$ cat config.mk
export PLATFORM = sky130hd
export DESIGN_NAME = mite_regfile
export DESIGN_NICKNAME = d
export VERILOG_FILES = /design/src/mite_pkg.sv /design/src/mite_regfile.sv
export SDC_FILE = /design/constraint.sdc
export NUM_CORES = 2
export LEC_CHECK = 0
export BUFFER_PORTS_ARGS = -buffer_cell sky130_fd_sc_hd__buf_2
export CAP_MARGIN = 20
export CORE_ASPECT_RATIO = 1.2
export CORE_MARGIN = 3
export CORE_UTILIZATION = 63
export DETAILED_ROUTE_END_ITERATION = 16
export GPL_TIMING_DRIVEN = 0
export PLACE_DENSITY_LB_ADDON = 0.25
export REMOVE_ABC_BUFFERS = 1
export SETUP_SLACK_MARGIN = 0.15
export SLEW_MARGIN = 20
export SYNTH_ARGS = -nofsm -noshare
export SYNTH_HDL_FRONTEND = slang
export SYNTH_SLANG_ARGS = --single-unit
$ cat constraint.sdc
create_clock -name i_clk -period 3.88 [get_ports i_clk]
set_input_delay 0.194 -clock i_clk [delete_from_list [all_inputs] [get_ports i_clk]]
set_output_delay 0.194 -clock i_clk [all_outputs]
set_load 0.05 [all_outputs]
$ cat src/mite_pkg.sv
// Shared constants, opcodes and interface types of the I-type execute unit.
package mite_pkg;

    // Data memory geometry: big-endian bytes stored as 32-bit rows of four.
    localparam int DMEM_BYTES = 1024;
    localparam int DMEM_ROWS  = DMEM_BYTES / 4;
    localparam int DMEM_ROW_W = $clog2(DMEM_ROWS);

    // Register file geometry.
    localparam int RF_DEPTH  = 32;
    localparam int RF_ADDR_W = 5;

    // Stream payload widths.
    localparam int IN_TDATA_W  = 64;
    localparam int OUT_TDATA_W = 80;

    // Primary opcodes.
    localparam logic [5:0] OP_BEQ   = 6'h04;
    localparam logic [5:0] OP_BNE   = 6'h05;
    localparam logic [5:0] OP_BGTZ  = 6'h07;
    localparam logic [5:0] OP_ADDI  = 6'h08;
    localparam logic [5:0] OP_ADDIU = 6'h09;
    localparam logic [5:0] OP_SLTI  = 6'h0a;
    localparam logic [5:0] OP_ANDI  = 6'h0c;
    localparam logic [5:0] OP_ORI   = 6'h0d;
    localparam logic [5:0] OP_NORI  = 6'h0e;
    localparam logic [5:0] OP_LUI   = 6'h0f;
    localparam logic [5:0] OP_LB    = 6'h20;
    localparam logic [5:0] OP_LH    = 6'h21;
    localparam logic [5:0] OP_LW    = 6'h23;
    localparam logic [5:0] OP_LBU   = 6'h24;
    localparam logic [5:0] OP_LHU   = 6'h25;
    localparam logic [5:0] OP_SB    = 6'h28;
    localparam logic [5:0] OP_SH    = 6'h29;
    localparam logic [5:0] OP_SW    = 6'h2b;

    // Memory access sizes in bytes.
    localparam logic [2:0] SZ_NONE = 3'd0;
    localparam logic [2:0] SZ_BYTE = 3'd1;
    localparam logic [2:0] SZ_HALF = 3'd2;
    localparam logic [2:0] SZ_WORD = 3'd4;

    // How a loaded row is turned into a register value.
    typedef enum logic [2:0] {
        LD_WORD,
        LD_HALF,
        LD_HALF_U,
        LD_BYTE,
        LD_BYTE_U
    } t_ld_kind;

    // Register file write port.
    typedef struct packed {
        logic                 en;
        logic [RF_ADDR_W-1:0] addr;
        logic [31:0]          data;
    } t_rf_wr;

    // Data memory access request; byte enable bit 3 is the lowest byte address.
    typedef struct packed {
        logic                  rd_en;
        logic                  wr_en;
        logic [3:0]            be;
        logic [DMEM_ROW_W-1:0] row;
        logic [31:0]           wdata;
    } t_dmem_req;

endpackage

$ cat src/mite_regfile.sv
// Register file of 32 words with registered dual read and write bypass.
module mite_regfile (
    input  logic                              i_clk,
    input  logic                              i_rst_n,
    input  logic                              i_rd_en,
    input  logic [mite_pkg::RF_ADDR_W-1:0]    i_rd_addr_a,
    input  logic [mite_pkg::RF_ADDR_W-1:0]    i_rd_addr_b,
    input  mite_pkg::t_rf_wr                  i_wr,
    output logic [31:0]                       o_rd_a,
    output logic [31:0]                       o_rd_b
);

    logic [31:0]                     r_mem [mite_pkg::RF_DEPTH];
    logic [mite_pkg::RF_DEPTH-1:0]   r_vld;
    logic [31:0]                     r_rd_a;
    logic [31:0]                     r_rd_b;

    // Entries read as zero until their first write.
    always_ff @(posedge i_clk) begin
        if (!i_rst_n) begin
            r_vld <= '0;
        end else if (i_wr.en) begin
            r_vld[i_wr.addr] <= 1'b1;
        end
    end

    // Storage write.
    always_ff @(posedge i_clk) begin
        if (i_wr.en) begin
            r_mem[i_wr.addr] <= i_wr.data;
        end
    end

    // Registered reads; a write at the same edge is passed straight through.
    always_ff @(posedge i_clk) begin
        if (i_rd_en) begin
            if (i_wr.en && (i_wr.addr == i_rd_addr_a)) begin
                r_rd_a <= i_wr.data;
            end else begin
                r_rd_a <= r_vld[i_rd_addr_a] ? r_mem[i_rd_addr_a] : 32'd0;
            end
            if (i_wr.en && (i_wr.addr == i_rd_addr_b)) begin
                r_rd_b <= i_wr.data;
            end else begin
                r_rd_b <= r_vld[i_rd_addr_b] ? r_mem[i_rd_addr_b] : 32'd0;
            end
        end
    end

    assign o_rd_a = r_rd_a;
    assign o_rd_b = r_rd_b;

endmodule

==> metrics.txt <==
Post-Syn Area=0.0506 mm^2; DR vias=29,619; Sw Ratio=0.227; Worst Clk Skew=31.1 ps; post-route insts no fill=3,682; Mapped Cells=2,411; vias per std cell=8.04; sequential power share=0.520; IO Port Bufs=114; Worst-path clk slew=60 ps; Setup Buffers After CTS=0; Setup Slack @ Placement=61.6 ps; Tmin final=3240 ps; Worst R2R Path Depth=6; Clock Latency Late Sink=690 ps; H-tree depth=3; CTS tree=built; layout filler cell count=4,351; DP Cell Count=3,475; total track usage=0.364; LEAKAGE=18.3 nW; DR DRC count=0; power per cell area=447 mW/mm^2; asr flop ratio synth=0; Post-CTS Resized=0; most common cell after layout, fill and taps aside=edfxtp_1; Initial DRC Count=5,354; die area=0.0838 mm^2; Die H=317 um; Worst Path Arrival=3740 ps; Final setup viols=0; Post-synth EDFFs=1,088; clock network fraction of design power=0.391; cts hold-fix bufs=16; mean post-synth cell area=21.0 um^2; Required @ worst endpoint=4380 ps; core area=0.0795 mm^2; post-synthesis register bit count=1,120; largest net degree at the start of global routing=83; mean routed wirelength per cell=40.6 um; status=finished clean; Worst Hold Class=input port to register; final WL=149 mm; Slew @ Worst Pin=983 ps; peak supply drop=0.000371 V; critical path type=input port to register; Sink Count=1,120; first drt pass iteration count=6; cts bufs inserted=105; Max clock buf depth=3; sequential share of the synthesized area=0.658; Yosys cell types=41; fin crit share=0.836; Comb power frac=0.089; post-synth top area share=0.645; synthesis warning total=0; vias in the first global route=30,629; Max FO, Critical Path=73; Sw Pwr=0.00592 W; antenna-violating nets left=0; Synth area leader=edfxtp_1; commonest cells after routing, fill and taps aside=edfxtp_1, mux4_2, clkbuf_16, buf_2; cell at the root of the clock tree=clkbuf_16; max-cap check violation count=0; crit path capture type=register; unrepaired setup endpoints after global routing=false; final hold vios=0; Pins Over Slew Limit=0; antenna violations before repair=1; largest cells by area after synthesis=edfxtp_1, mux4_2, a22oi_1; DP HPWL=89.2 mm; worst hold path depth=1; layout cell share with drive strength beyond 1=0.378; internal power=0.0201 W; Die W=265 um; final worst setup slack=637 ps; Antenna diodes=0; initial core utilization=0.637; Top FF cell, synth=edfxtp_1; Area growth syn-to-layout=15.2%; number of top-level pins=115; Overflow after GRT=0; Worst setup SP type=input port; first-pass GRT wire length=214 mm; routability cong.=0.768; nets=2,614; fmax=308 MHz; Slew headroom=0.343; Rows=113
[logic make-up after synthesis]
group           synth area share
compound gates            0.0330
simple gates              0.0229
mux                        0.267
xor+xnor                 0.00173
flops                      0.658
buf+inv                   0.0174
[worst paths after layout]
path,end,slack [ps],start
max,o_rd_a[25],640,i_rd_addr_a[1]
min,r_mem[0][0],30,i_wr[0]
max reg2reg,o_rd_a[25],1260,r_vld[22]
min reg2reg,r_vld[25],480,r_vld[25]
[state kept, by name, summed over array words and instances (netlist names)]
name and cells:
r_mem 1024, o_rd_a 32, o_rd_b 32, r_vld 32
[cells in the mapped netlist, types with 3 or more instances]
library cell / count
o32a_1: 3
mux2i_1: 41
clkbuf_1: 122
o21a_1: 36
a32o_1: 32
buf_1: 14
a221oi_1: 4
nand3_1: 5
inv_1: 4
a22oi_1: 98
o21ai_1: 31
a21oi_1: 6
edfxtp_1: 1088
or2_1: 4
xor2_1: 8
nand4_1: 33
dfxtp_1: 32
or3b_2: 3
buf_4: 4
mux4_2: 582
nand2_1: 98
buf_2: 56
buf_6: 4
nor2_1: 38
nor2b_1: 3
nand3b_1: 38
[critical path, stage by stage]
cell and delay, ps:
buf_8 420, buf_16 450, buf_16 340, xor2_1 210
nor4_1 70, and3_4 300, buf_12 280, a21oi_4 690
buf_16 260, a32o_1 310
[power by group through the flow]
stage | Sequential (W) | Clock (W) | Combinational (W)
after floorplan | 0.0139 | 0 | 0.00100
after global placement | 0.0138 | 0 | 0.00242
after detailed placement | 0.0138 | 0 | 0.00227
after CTS | 0.0135 | 0.0102 | 0.00230
after global routing | 0.0136 | 0.0107 | 0.00242
final | 0.0135 | 0.0102 | 0.00232
[final cells by class]
type,count,area (um^2),area share
tap,1035,1290,0.0222
timing repair buffer,245,3630,0.0623
multi-input combinational,1087,16700,0.287
clock inverter,68,592,0.0101
clock buffer,123,2740,0.0469
sequential,1120,33300,0.571
inverter,4,17.5,0.000300
[stage by stage]
stage	utilization	hold slack (ps)	instance area (um^2)	setup TNS (ps)	power (W)
after global placement	0.650	460	51600	-2270980	0.0162
after detailed placement	0.690	469	54800	0	0.0161
after global routing	0.734	47.0	58300	0	0.0267
final	0.734	33.2	58300	0	0.0261
after CTS	0.734	0.490	58300	0	0.0261
after floorplan	-	293	49800	-18310	0.0149
[layer usage]
metal  track usage  wire length [um]  vias up
li1              -                 -    10904
met1         0.503             49600    15345
met2         0.548             69500     2822
met3         0.105             22000      546
met4         0.178              8160        2
met5             0                14        -
Note: power is estimated with default switching activity, not from simulation.
